--- config.mk ---
export PLATFORM = sky130hd
export DESIGN_NAME = midpoint_circle_rasterizer_flat
export DESIGN_NICKNAME = d
export VERILOG_FILES = /design/src/hw/rtl/mcr_pkg.sv /design/src/hw/rtl/mcr_item_if.sv /design/src/hw/rtl/mcr_pixel_if.sv /design/src/hw/rtl/mcr_cfg_if.sv /design/src/hw/rtl/midpoint_circle_rasterizer.sv /design/src/hw/rtl/mcr_step.sv /design/src/hw/rtl/mcr_emit.sv /design/src/flat_wrapper.sv
export SDC_FILE = /design/constraint.sdc
export NUM_CORES = 1
export LEC_CHECK = 0
export ABC_AREA = 1
export BUFFER_PORTS_ARGS = -buffer_cell sky130_fd_sc_hd__buf_2
export CORE_ASPECT_RATIO = 0.5
export CORE_MARGIN = 2
export CORE_UTILIZATION = 28
export CTS_CLUSTER_DIAMETER = 40
export CTS_CLUSTER_SIZE = 16
export DETAILED_ROUTE_END_ITERATION = 12
export PLACE_DENSITY = 0.43
export SETUP_SLACK_MARGIN = 0.4
export SYNTH_ARGS = -nofsm -noshare
export SYNTH_HDL_FRONTEND = slang
export SYNTH_SLANG_ARGS = --single-unit
export TNS_END_PERCENT = 10
--- constraint.sdc ---
create_clock -name clk -period 6.2 [get_ports clk]
set_input_delay 0.31 -clock clk [delete_from_list [all_inputs] [get_ports clk]]
set_output_delay 0.31 -clock clk [all_outputs]
set_load 0.05 [all_outputs]
--- src/hw/rtl/mcr_pkg.sv ---
// ============================================================================
// mcr_pkg
// Shared constants and types for the midpoint circle rasterizer.
// ============================================================================
`default_nettype none

package mcr_pkg;

    localparam int COORD_BITS = 10;
    localparam int CIN_W      = 10;
    localparam int RAD_W      = 9;
    localparam int PIX_W      = 12;
    localparam int DEC_W      = 13;
    localparam int DIM_W      = 11;
    localparam int COLOR_W    = 24;
    localparam int CFG_IDX_W  = 2;
    localparam int NUM_PIX    = 8;
    localparam int PIX_CNT_W  = $clog2(NUM_PIX);

    localparam logic [PIX_CNT_W-1:0] LAST_PIX = PIX_CNT_W'(NUM_PIX - 1);

    localparam logic [CFG_IDX_W-1:0] REG_IMAGE_WIDTH  = CFG_IDX_W'(0);
    localparam logic [CFG_IDX_W-1:0] REG_IMAGE_HEIGHT = CFG_IDX_W'(1);
    localparam logic [CFG_IDX_W-1:0] REG_PIXEL_COLOR  = CFG_IDX_W'(2);

    localparam logic [DIM_W-1:0]   IMAGE_WIDTH_RST  = DIM_W'(400);
    localparam logic [DIM_W-1:0]   IMAGE_HEIGHT_RST = DIM_W'(400);
    localparam logic [COLOR_W-1:0] PIXEL_COLOR_RST  = COLOR_W'(24'hFAFAFA);

    localparam logic [DEC_W-1:0] DEC_INIT     = DEC_W'(3);
    localparam logic [DEC_W-1:0] DEC_INC_NEG  = DEC_W'(6);
    localparam logic [DEC_W-1:0] DEC_INC_DIAG = DEC_W'(10);

    typedef struct packed {
        logic [COORD_BITS-1:0] cx;
        logic [COORD_BITS-1:0] cy;
        logic [COORD_BITS-1:0] ox;
        logic [COORD_BITS-1:0] oy;
        logic                  done;
    } step_t;

    typedef struct packed {
        logic can_load;
        logic busy;
        logic last_pix;
    } emit_status_t;

endpackage

`default_nettype wire

--- src/hw/rtl/mcr_item_if.sv ---
// ============================================================================
// mcr_item_if
// Request channel carrying start/advance items into the rasterizer.
// ============================================================================
`default_nettype none

interface mcr_item_if;
    logic                          valid;
    logic                          ready;
    logic                          start_req;
    logic [mcr_pkg::CIN_W-1:0]     center_x;
    logic [mcr_pkg::CIN_W-1:0]     center_y;
    logic [mcr_pkg::RAD_W-1:0]     radius;

    modport source (output valid, start_req, center_x, center_y, radius, input ready);
    modport sink   (input valid, start_req, center_x, center_y, radius, output ready);
endinterface

`default_nettype wire

--- src/hw/rtl/mcr_pixel_if.sv ---
// ============================================================================
// mcr_pixel_if
// Result channel carrying rasterized pixels, one per transfer.
// ============================================================================
`default_nettype none

interface mcr_pixel_if;
    logic                               valid;
    logic                               ready;
    logic signed [mcr_pkg::PIX_W-1:0]   pixel_x;
    logic signed [mcr_pkg::PIX_W-1:0]   pixel_y;
    logic [mcr_pkg::COLOR_W-1:0]        color;
    logic                               on_image;
    logic                               last_of_step;
    logic                               circle_done;

    modport source (output valid, pixel_x, pixel_y, color, on_image, last_of_step,
                    circle_done, input ready);
    modport sink   (input valid, pixel_x, pixel_y, color, on_image, last_of_step,
                    circle_done, output ready);
endinterface

`default_nettype wire

--- src/hw/rtl/mcr_cfg_if.sv ---
// ============================================================================
// mcr_cfg_if
// Register write channel: index plus write data.
// ============================================================================
`default_nettype none

interface mcr_cfg_if;
    logic                              valid;
    logic                              ready;
    logic [mcr_pkg::CFG_IDX_W-1:0]     index;
    logic [mcr_pkg::COLOR_W-1:0]       data;

    modport source (output valid, index, data, input ready);
    modport sink   (input valid, index, data, output ready);
endinterface

`default_nettype wire

--- src/hw/rtl/midpoint_circle_rasterizer.sv ---
// ============================================================================
// midpoint_circle_rasterizer
// Midpoint circle rasterizer: start/advance requests in, octant pixels out.
// ============================================================================
// An accepted request is loaded into the emitter's step register, and with the result
// channel ready its first pixel then goes into the output register.
// The emitter sends one pixel per cycle while the result channel is ready; the
// next request is taken in the cycle the eighth pixel enters the output register.
// Advance requests with no active circle are accepted and give no pixels.
// Reset clears the circle state and loads the register defaults; no warm-up.
`default_nettype none

module midpoint_circle_rasterizer (
    input  wire logic    clk,
    input  wire logic    rst_n,
    mcr_item_if.sink     item,
    mcr_pixel_if.source  pixel,
    mcr_cfg_if.sink      cfg
);

    logic [mcr_pkg::DIM_W-1:0]   image_width_reg;
    logic [mcr_pkg::DIM_W-1:0]   image_height_reg;
    logic [mcr_pkg::COLOR_W-1:0] pixel_color_reg;

    mcr_pkg::step_t        step;
    mcr_pkg::emit_status_t status;
    logic                  step_emit;
    logic                  item_fire;
    logic                  cfg_fire;

    assign cfg.ready  = 1'b1;
    assign cfg_fire   = cfg.valid && cfg.ready;
    assign item.ready = status.can_load;
    assign item_fire  = item.valid && item.ready;

    always_ff @(posedge clk or negedge rst_n)
    begin
        if (!rst_n)
        begin
            image_width_reg  <= mcr_pkg::IMAGE_WIDTH_RST;
            image_height_reg <= mcr_pkg::IMAGE_HEIGHT_RST;
            pixel_color_reg  <= mcr_pkg::PIXEL_COLOR_RST;
        end
        else if (cfg_fire)
        begin
            unique case (cfg.index)
                mcr_pkg::REG_IMAGE_WIDTH:  image_width_reg  <= mcr_pkg::DIM_W'(cfg.data);
                mcr_pkg::REG_IMAGE_HEIGHT: image_height_reg <= mcr_pkg::DIM_W'(cfg.data);
                mcr_pkg::REG_PIXEL_COLOR:  pixel_color_reg  <= cfg.data;
                default:
                begin
                end
            endcase
        end
    end

    mcr_step u_step (
        .clk       (clk),
        .rst_n     (rst_n),
        .accept    (item_fire),
        .start_req (item.start_req),
        .center_x  (item.center_x),
        .center_y  (item.center_y),
        .radius    (item.radius),
        .step      (step),
        .emit      (step_emit)
    );

    mcr_emit u_emit (
        .clk          (clk),
        .rst_n        (rst_n),
        .load         (item_fire && step_emit),
        .step_in      (step),
        .image_width  (image_width_reg),
        .image_height (image_height_reg),
        .pixel_color  (pixel_color_reg),
        .pixel        (pixel),
        .status       (status)
    );

    a_done_on_last: assert property (@(posedge clk) disable iff (!rst_n)
        pixel.valid && pixel.circle_done |-> pixel.last_of_step)
        else $error("circle_done without last_of_step");

    a_take_only_at_end: assert property (@(posedge clk) disable iff (!rst_n)
        item_fire && status.busy |-> status.last_pix)
        else $error("request taken while a step is still being sent");

    a_start_loads: assert property (@(posedge clk) disable iff (!rst_n)
        item_fire && item.start_req |=> status.busy)
        else $error("start request did not load the emitter");

endmodule

`default_nettype wire

--- src/hw/rtl/mcr_step.sv ---
// ============================================================================
// mcr_step
// Circle state and midpoint decision update, one step per accepted request that starts or continues a circle.
// ============================================================================
`default_nettype none

module mcr_step (
    input  wire logic                          clk,
    input  wire logic                          rst_n,
    input  wire logic                          accept,
    input  wire logic                          start_req,
    input  wire logic [mcr_pkg::CIN_W-1:0]     center_x,
    input  wire logic [mcr_pkg::CIN_W-1:0]     center_y,
    input  wire logic [mcr_pkg::RAD_W-1:0]     radius,
    output mcr_pkg::step_t                     step,
    output logic                               emit
);

    logic [mcr_pkg::COORD_BITS-1:0] step_x_reg, step_x_next;
    logic [mcr_pkg::COORD_BITS-1:0] step_y_reg, step_y_next;
    logic [mcr_pkg::DEC_W-1:0]      decision_reg, decision_next;
    logic [mcr_pkg::COORD_BITS-1:0] held_cx_reg;
    logic [mcr_pkg::COORD_BITS-1:0] held_cy_reg;
    logic                           active_reg, active_next;

    logic [mcr_pkg::COORD_BITS-1:0] cur_cx, cur_cy, cur_x, cur_y;
    logic [mcr_pkg::DEC_W-1:0]      cur_d, x_ext, y_ext;
    logic                           cur_active;
    logic                           y_dec;
    logic [mcr_pkg::COORD_BITS:0]   x_inc, y_new;
    logic                           done;

    always_comb
    begin
        cur_cx     = start_req ? mcr_pkg::COORD_BITS'(center_x) : held_cx_reg;
        cur_cy     = start_req ? mcr_pkg::COORD_BITS'(center_y) : held_cy_reg;
        cur_x      = start_req ? '0 : step_x_reg;
        cur_y      = start_req ? mcr_pkg::COORD_BITS'(radius) : step_y_reg;
        cur_d      = start_req
                   ? mcr_pkg::DEC_INIT - (mcr_pkg::DEC_W'(radius) << 1)
                   : decision_reg;
        cur_active = start_req | active_reg;

        x_ext = mcr_pkg::DEC_W'(cur_x);
        y_ext = mcr_pkg::DEC_W'(cur_y);
        y_dec = ~cur_d[mcr_pkg::DEC_W-1];

        if (y_dec)
        begin
            decision_next = cur_d + ((x_ext - y_ext) << 2) + mcr_pkg::DEC_INC_DIAG;
        end
        else
        begin
            decision_next = cur_d + (x_ext << 2) + mcr_pkg::DEC_INC_NEG;
        end

        // y may step below zero; that always finishes the circle
        x_inc = {1'b0, cur_x} + (mcr_pkg::COORD_BITS+1)'(1);
        y_new = {1'b0, cur_y} - (mcr_pkg::COORD_BITS+1)'(y_dec);
        done  = (y_dec && (cur_y == '0)) || (x_inc > y_new);

        step_x_next = done ? '0 : x_inc[mcr_pkg::COORD_BITS-1:0];
        step_y_next = done ? '0 : y_new[mcr_pkg::COORD_BITS-1:0];
        active_next = ~done;
    end

    always_ff @(posedge clk or negedge rst_n)
    begin
        if (!rst_n)
        begin
            step_x_reg   <= '0;
            step_y_reg   <= '0;
            decision_reg <= '0;
            held_cx_reg  <= '0;
            held_cy_reg  <= '0;
            active_reg   <= 1'b0;
        end
        else if (accept && cur_active)
        begin
            held_cx_reg  <= cur_cx;
            held_cy_reg  <= cur_cy;
            step_x_reg   <= step_x_next;
            step_y_reg   <= step_y_next;
            decision_reg <= decision_next;
            active_reg   <= active_next;
        end
    end

    assign step.cx   = cur_cx;
    assign step.cy   = cur_cy;
    assign step.ox   = cur_x;
    assign step.oy   = cur_y;
    assign step.done = done;
    assign emit      = cur_active;

endmodule

`default_nettype wire

--- src/hw/rtl/mcr_emit.sv ---
// ============================================================================
// mcr_emit
// Holds one step and sends its eight octant mirror pixels, one per cycle while the
// receiver is ready, through a registered output.
// ============================================================================
`default_nettype none

module mcr_emit (
    input  wire logic                          clk,
    input  wire logic                          rst_n,
    input  wire logic                          load,
    input  wire mcr_pkg::step_t                step_in,
    input  wire logic [mcr_pkg::DIM_W-1:0]     image_width,
    input  wire logic [mcr_pkg::DIM_W-1:0]     image_height,
    input  wire logic [mcr_pkg::COLOR_W-1:0]   pixel_color,
    mcr_pixel_if.source                        pixel,
    output mcr_pkg::emit_status_t              status
);

    mcr_pkg::step_t                  step_reg;
    logic                            busy_reg, busy_next;
    logic [mcr_pkg::PIX_CNT_W-1:0]   cnt_reg, cnt_next;

    logic                            out_valid_reg, out_valid_next;
    logic [mcr_pkg::PIX_W-1:0]       pixel_x_reg, pixel_x_next;
    logic [mcr_pkg::PIX_W-1:0]       pixel_y_reg, pixel_y_next;
    logic [mcr_pkg::COLOR_W-1:0]     color_reg;
    logic                            on_image_reg, on_image_next;
    logic                            last_reg, last_next;
    logic                            done_reg, done_next;

    logic                            advance;
    logic                            at_last;
    logic [mcr_pkg::COORD_BITS-1:0]  col_off, row_off;
    logic                            col_neg, row_neg;
    logic [mcr_pkg::PIX_W-1:0]       cx_ext, cy_ext, col_ext, row_ext;

    assign advance = busy_reg && (!out_valid_reg || pixel.ready);
    assign at_last = (cnt_reg == mcr_pkg::LAST_PIX);

    always_comb
    begin
        col_neg = cnt_reg[2];
        unique case (cnt_reg)
            3'd0, 3'd3, 3'd4, 3'd6: row_neg = 1'b0;
            3'd1, 3'd2, 3'd5, 3'd7: row_neg = 1'b1;
            default:                row_neg = 1'b0;
        endcase

        // odd pairs of the octant order swap the roles of x and y
        col_off = cnt_reg[1] ? step_reg.oy : step_reg.ox;
        row_off = cnt_reg[1] ? step_reg.ox : step_reg.oy;

        cx_ext  = mcr_pkg::PIX_W'(step_reg.cx);
        cy_ext  = mcr_pkg::PIX_W'(step_reg.cy);
        col_ext = mcr_pkg::PIX_W'(col_off);
        row_ext = mcr_pkg::PIX_W'(row_off);

        pixel_x_next  = col_neg ? cx_ext - col_ext : cx_ext + col_ext;
        pixel_y_next  = row_neg ? cy_ext - row_ext : cy_ext + row_ext;
        on_image_next = !pixel_x_next[mcr_pkg::PIX_W-1]
                     && !pixel_y_next[mcr_pkg::PIX_W-1]
                     && (mcr_pkg::DIM_W'(pixel_x_next) < image_width)
                     && (mcr_pkg::DIM_W'(pixel_y_next) < image_height);
        last_next     = at_last;
        done_next     = at_last && step_reg.done;

        if (advance)
        begin
            out_valid_next = 1'b1;
        end
        else if (pixel.ready)
        begin
            out_valid_next = 1'b0;
        end
        else
        begin
            out_valid_next = out_valid_reg;
        end

        if (load)
        begin
            busy_next = 1'b1;
            cnt_next  = '0;
        end
        else if (advance)
        begin
            busy_next = !at_last;
            cnt_next  = cnt_reg + mcr_pkg::PIX_CNT_W'(1);
        end
        else
        begin
            busy_next = busy_reg;
            cnt_next  = cnt_reg;
        end
    end

    always_ff @(posedge clk or negedge rst_n)
    begin
        if (!rst_n)
        begin
            busy_reg      <= 1'b0;
            cnt_reg       <= '0;
            out_valid_reg <= 1'b0;
        end
        else
        begin
            busy_reg      <= busy_next;
            cnt_reg       <= cnt_next;
            out_valid_reg <= out_valid_next;
        end
    end

    always_ff @(posedge clk)
    begin
        if (load)
        begin
            step_reg <= step_in;
        end
        if (advance)
        begin
            pixel_x_reg  <= pixel_x_next;
            pixel_y_reg  <= pixel_y_next;
            color_reg    <= pixel_color;
            on_image_reg <= on_image_next;
            last_reg     <= last_next;
            done_reg     <= done_next;
        end
    end

    assign pixel.valid        = out_valid_reg;
    assign pixel.pixel_x      = $signed(pixel_x_reg);
    assign pixel.pixel_y      = $signed(pixel_y_reg);
    assign pixel.color        = color_reg;
    assign pixel.on_image     = on_image_reg;
    assign pixel.last_of_step = last_reg;
    assign pixel.circle_done  = done_reg;

    assign status.can_load = !busy_reg || (advance && at_last);
    assign status.busy     = busy_reg;
    assign status.last_pix = advance && at_last;

endmodule

`default_nettype wire

--- src/flat_wrapper.sv ---
// flat-port wrapper written by rule: the top's interface ports become plain ports
module midpoint_circle_rasterizer_flat 
  (clk, rst_n, item_valid, item_start_req, item_center_x, item_center_y, item_radius, item_ready, pixel_valid, pixel_pixel_x, pixel_pixel_y, pixel_color, pixel_on_image, pixel_last_of_step, pixel_circle_done, pixel_ready, cfg_valid, cfg_index, cfg_data, cfg_ready);
  mcr_item_if item_i ();
  mcr_pixel_if pixel_i ();
  mcr_cfg_if cfg_i ();
  input  wire logic clk;
  input  wire logic rst_n;
  input wire logic [$bits(item_i.valid)-1:0] item_valid;
  input wire logic [$bits(item_i.start_req)-1:0] item_start_req;
  input wire logic [$bits(item_i.center_x)-1:0] item_center_x;
  input wire logic [$bits(item_i.center_y)-1:0] item_center_y;
  input wire logic [$bits(item_i.radius)-1:0] item_radius;
  output wire logic [$bits(item_i.ready)-1:0] item_ready;
  output wire logic [$bits(pixel_i.valid)-1:0] pixel_valid;
  output wire logic [$bits(pixel_i.pixel_x)-1:0] pixel_pixel_x;
  output wire logic [$bits(pixel_i.pixel_y)-1:0] pixel_pixel_y;
  output wire logic [$bits(pixel_i.color)-1:0] pixel_color;
  output wire logic [$bits(pixel_i.on_image)-1:0] pixel_on_image;
  output wire logic [$bits(pixel_i.last_of_step)-1:0] pixel_last_of_step;
  output wire logic [$bits(pixel_i.circle_done)-1:0] pixel_circle_done;
  input wire logic [$bits(pixel_i.ready)-1:0] pixel_ready;
  input wire logic [$bits(cfg_i.valid)-1:0] cfg_valid;
  input wire logic [$bits(cfg_i.index)-1:0] cfg_index;
  input wire logic [$bits(cfg_i.data)-1:0] cfg_data;
  output wire logic [$bits(cfg_i.ready)-1:0] cfg_ready;
  assign item_i.valid = item_valid;
  assign item_i.start_req = item_start_req;
  assign item_i.center_x = item_center_x;
  assign item_i.center_y = item_center_y;
  assign item_i.radius = item_radius;
  assign item_ready = item_i.ready;
  assign pixel_valid = pixel_i.valid;
  assign pixel_pixel_x = pixel_i.pixel_x;
  assign pixel_pixel_y = pixel_i.pixel_y;
  assign pixel_color = pixel_i.color;
  assign pixel_on_image = pixel_i.on_image;
  assign pixel_last_of_step = pixel_i.last_of_step;
  assign pixel_circle_done = pixel_i.circle_done;
  assign pixel_i.ready = pixel_ready;
  assign cfg_i.valid = cfg_valid;
  assign cfg_i.index = cfg_index;
  assign cfg_i.data = cfg_data;
  assign cfg_ready = cfg_i.ready;
  midpoint_circle_rasterizer u_core (.clk(clk), .rst_n(rst_n), .item(item_i), .pixel(pixel_i), .cfg(cfg_i));
endmodule
==> results.txt <==
Post-synthesis sequential area ratio: 0.423
FMAX: 229 MHz
I/O Pins: 115
Post-synth top area share: 0.217
Reg2Reg Depth: 20
Synth warn: 0
Unrepaired setup endpoints after global routing: no
Total power: 0.00722 W
Layout area overhead: 14.1%
Crit Path Max Fanout: 22
DP Area: 13900 um^2
Drc violations: 0
Final Hold Vio Count: 0
Most common cell after layout, fill and taps aside: nand2_1
Setup crit start kind: flip-flop
Placer Congestion: 0.874
H-tree depth: 4
Drt first pass iters: 5
Global-route wire length before repair: 55.7 mm
Final Slew Violations: 0
Final period demand of the worst path: 4.36 ns
Reg-to-reg endpoint: u_core.u_emit.pixel.on_image
Core area: 45100 um^2
Postcts setup bufs: 0
Clk_skew: 0.0114 ns
Ys async rst share: 0.531
Slew @ Worst Pin: 0.917 ns
Largest net degree at the start of global routing: 61
Critical path endpoint category: flip-flop
Max_cap viols: 0
Power density over the cells: 496 nW/um^2
Routed Antenna Nets: 0
Root Driver: clkbuf_16
Slew HR: 0.382
Clock buffer depth: 2
Most used flip-flop cell after synthesis: edfxtp_1
Grt total ovfl: 0
Peak supply drop: 0.263 mV
Post-cts resize count: 0
TritonCTS Sinks: 196
Post-synth EDFFs: 92
Final Setup Violations: 0
CTS buffer count: 17
Insertion delay to the later sink of the worst-skew pair: 0.45 ns
Fin nets: 1807
Dpl cells: 2190
RR Startpoint: u_core.u_emit.cnt_reg[1]
Worst Path Required: 6.40 ns
Status: finished clean
Gr usage total: 0.152
N_diodes: 0
Arr. time, crit path: 4.56 ns
Synthesized cell area: 12700 um^2
Largest area contributor in the netlist: edfxtp_1
Crit Path Category: reg2reg
Vias in the first global route: 9847
Synth area leaders: edfxtp_1 22%, dfrtp_1 16%, ha_1 12%
Vias: 9785
Antenna violations before repair: 0
Layout cells sized above 1: 0.155
Filler cells: 4787
Setup TNS: 0 ns
Die extent in x: 306 um
Hold Crit Class: in2reg
Hold path endpoint: u_core.pixel_color_reg[21]
IO buf count: 113
Yosys cell types: 54
Commonest cells after routing, fill and taps aside: 343 x nand2_1, 241 x inv_1, 154 x o21ai_0
Post-route cell area: 14500 um^2
Syn Area/Cell: 8.45 um^2
Hold_sp: cfg_data[21]
Wire length per cell: 15.6 um
Setup slack, reg-to-reg: 1.84 ns
Row count: 55
Leak: 7.11 nW
Final cell count without fillers: 2223
Crit share post-route: 0.703
CTS tree: built
Iter 0 DRT Violations: 596
Via density: 4.40
Post-DP HPWL: 26.9 mm
Seq cells post-synth: 196
Height of the die: 155 um
Worst hold stages: 2
Clock-pin transition on the worst setup and hold timing paths: 0.07 ns
Mapped Cells: 1509
Post-Route WL: 34.7 mm
Post-Synthesis Net Count: 1704
Die area: 47400 um^2
Initial Util: 0.283
==> stage by stage <==
step / setup slack, ns / hold WS [ns] / utilization
2_1_floorplan: 2.87 / 0.0144 / -
3_3_place_gp: 1.83 / 0.407 / 0.309
3_5_place_dp: 1.79 / 0.410 / 0.309
4_1_cts: 1.77 / 0.0557 / 0.323
5_1_grt: 1.31 / 0.0618 / 0.323
6_report: 1.84 / 0.0870 / 0.323
==> timing repair <==
action                                  CTS  global route
hold endpoints to repair                 42             0
endpoints found under the setup margin    0             0
hold buffers                              1             0
==> where the power goes <==
group          total, W  switching [W]  leakage (nW)  internal, W
combinational   0.00394        0.00271          4.67      0.00123
clock           0.00118       0.000525         0.302     0.000655
sequential      0.00210       0.000190          2.14      0.00191
total           0.00722        0.00342          7.11      0.00379
==> metal layers <==
layer / share of wire / GRT usage / up-vias
met1: 0.50 / 0.207 / 4541
met2: 0.47 / 0.256 / 85
met3: 0.022 / 0.0222 / 22
li1: - / - / 5137
met4: 0.012 / 0.0326 / 0
met5: 0 / 0 / -
==> worst max-delay path by stage <==
stage	start	to	cells after the start	slack (ns)
global placement	item_start_req	u_core.u_step.decision_reg[7]	19	1.83
detailed placement	u_core.u_emit.cnt_reg[1]	u_core.u_emit.pixel.on_image	20	1.79
CTS	u_core.u_emit.cnt_reg[1]	u_core.u_emit.pixel.on_image	20	1.77
global route	u_core.u_emit.cnt_reg[1]	u_core.u_emit.pixel.on_image	20	1.31
floorplan	item_start_req	u_core.u_step.decision_reg[8]	20	2.87
finish	u_core.u_emit.cnt_reg[1]	u_core.u_emit.pixel.on_image	20	1.84
==> cell usage after synthesis (13+ instances only) <==
library cell,number
o21ai_0,154
nand2_1,343
xor2_1,35
a21oi_1,73
or2_2,22
inv_1,242
clkbuf_1,23
o21ai_1,14
dfrtp_1,80
dfstp_2,24
ha_1,127
nand3_1,74
edfxtp_1,92
mux2_2,13
nor2_1,62
nand4_1,14
==> area by class of cell <==
cell class,instances,area (um^2),share of cell area
clock inverters,7,77.6,0.00533
repair buffers,121,631,0.0433
flip-flops and latches,196,5400,0.371
clock buffers,25,539,0.0371
multi-input cells,1025,6210,0.427
well taps,598,748,0.0514
inverters,251,946,0.0650
==> cell families (layout without fill, tap and decap cells) <==
group,Yosys count,in the layout,share of synthesized area
flops,196,196,0.423
fa+ha+maj,134,134,0.136
mux,13,13,0.0115
xor+xnor,43,43,0.0295
buf+inv,288,404,0.0897
compound gates,287,287,0.126
other cells,1,1,0.000294
simple gates,547,547,0.184
==> worst max-delay path, cell delays in order (launching register included) <==
cell and delay [ns]:
dfrtp_1 0.69, inv_1 0.38, or2_2 0.37, o21ai_0 0.24, inv_1 0.17, fa_1 0.47, nand3_1 0.10, nand2_1 0.07
a21oi_1 0.18, o21ai_0 0.12, or2_0 0.21, nand3_1 0.07, nand2_1 0.09, ha_1 0.30, nand2_1 0.05, nor2_1 0.12
nand4_1 0.10, a21oi_1 0.14, nor2_1 0.08, nand3_1 0.08, nor2_1 0.05
(Power assumes the default switching activity.)
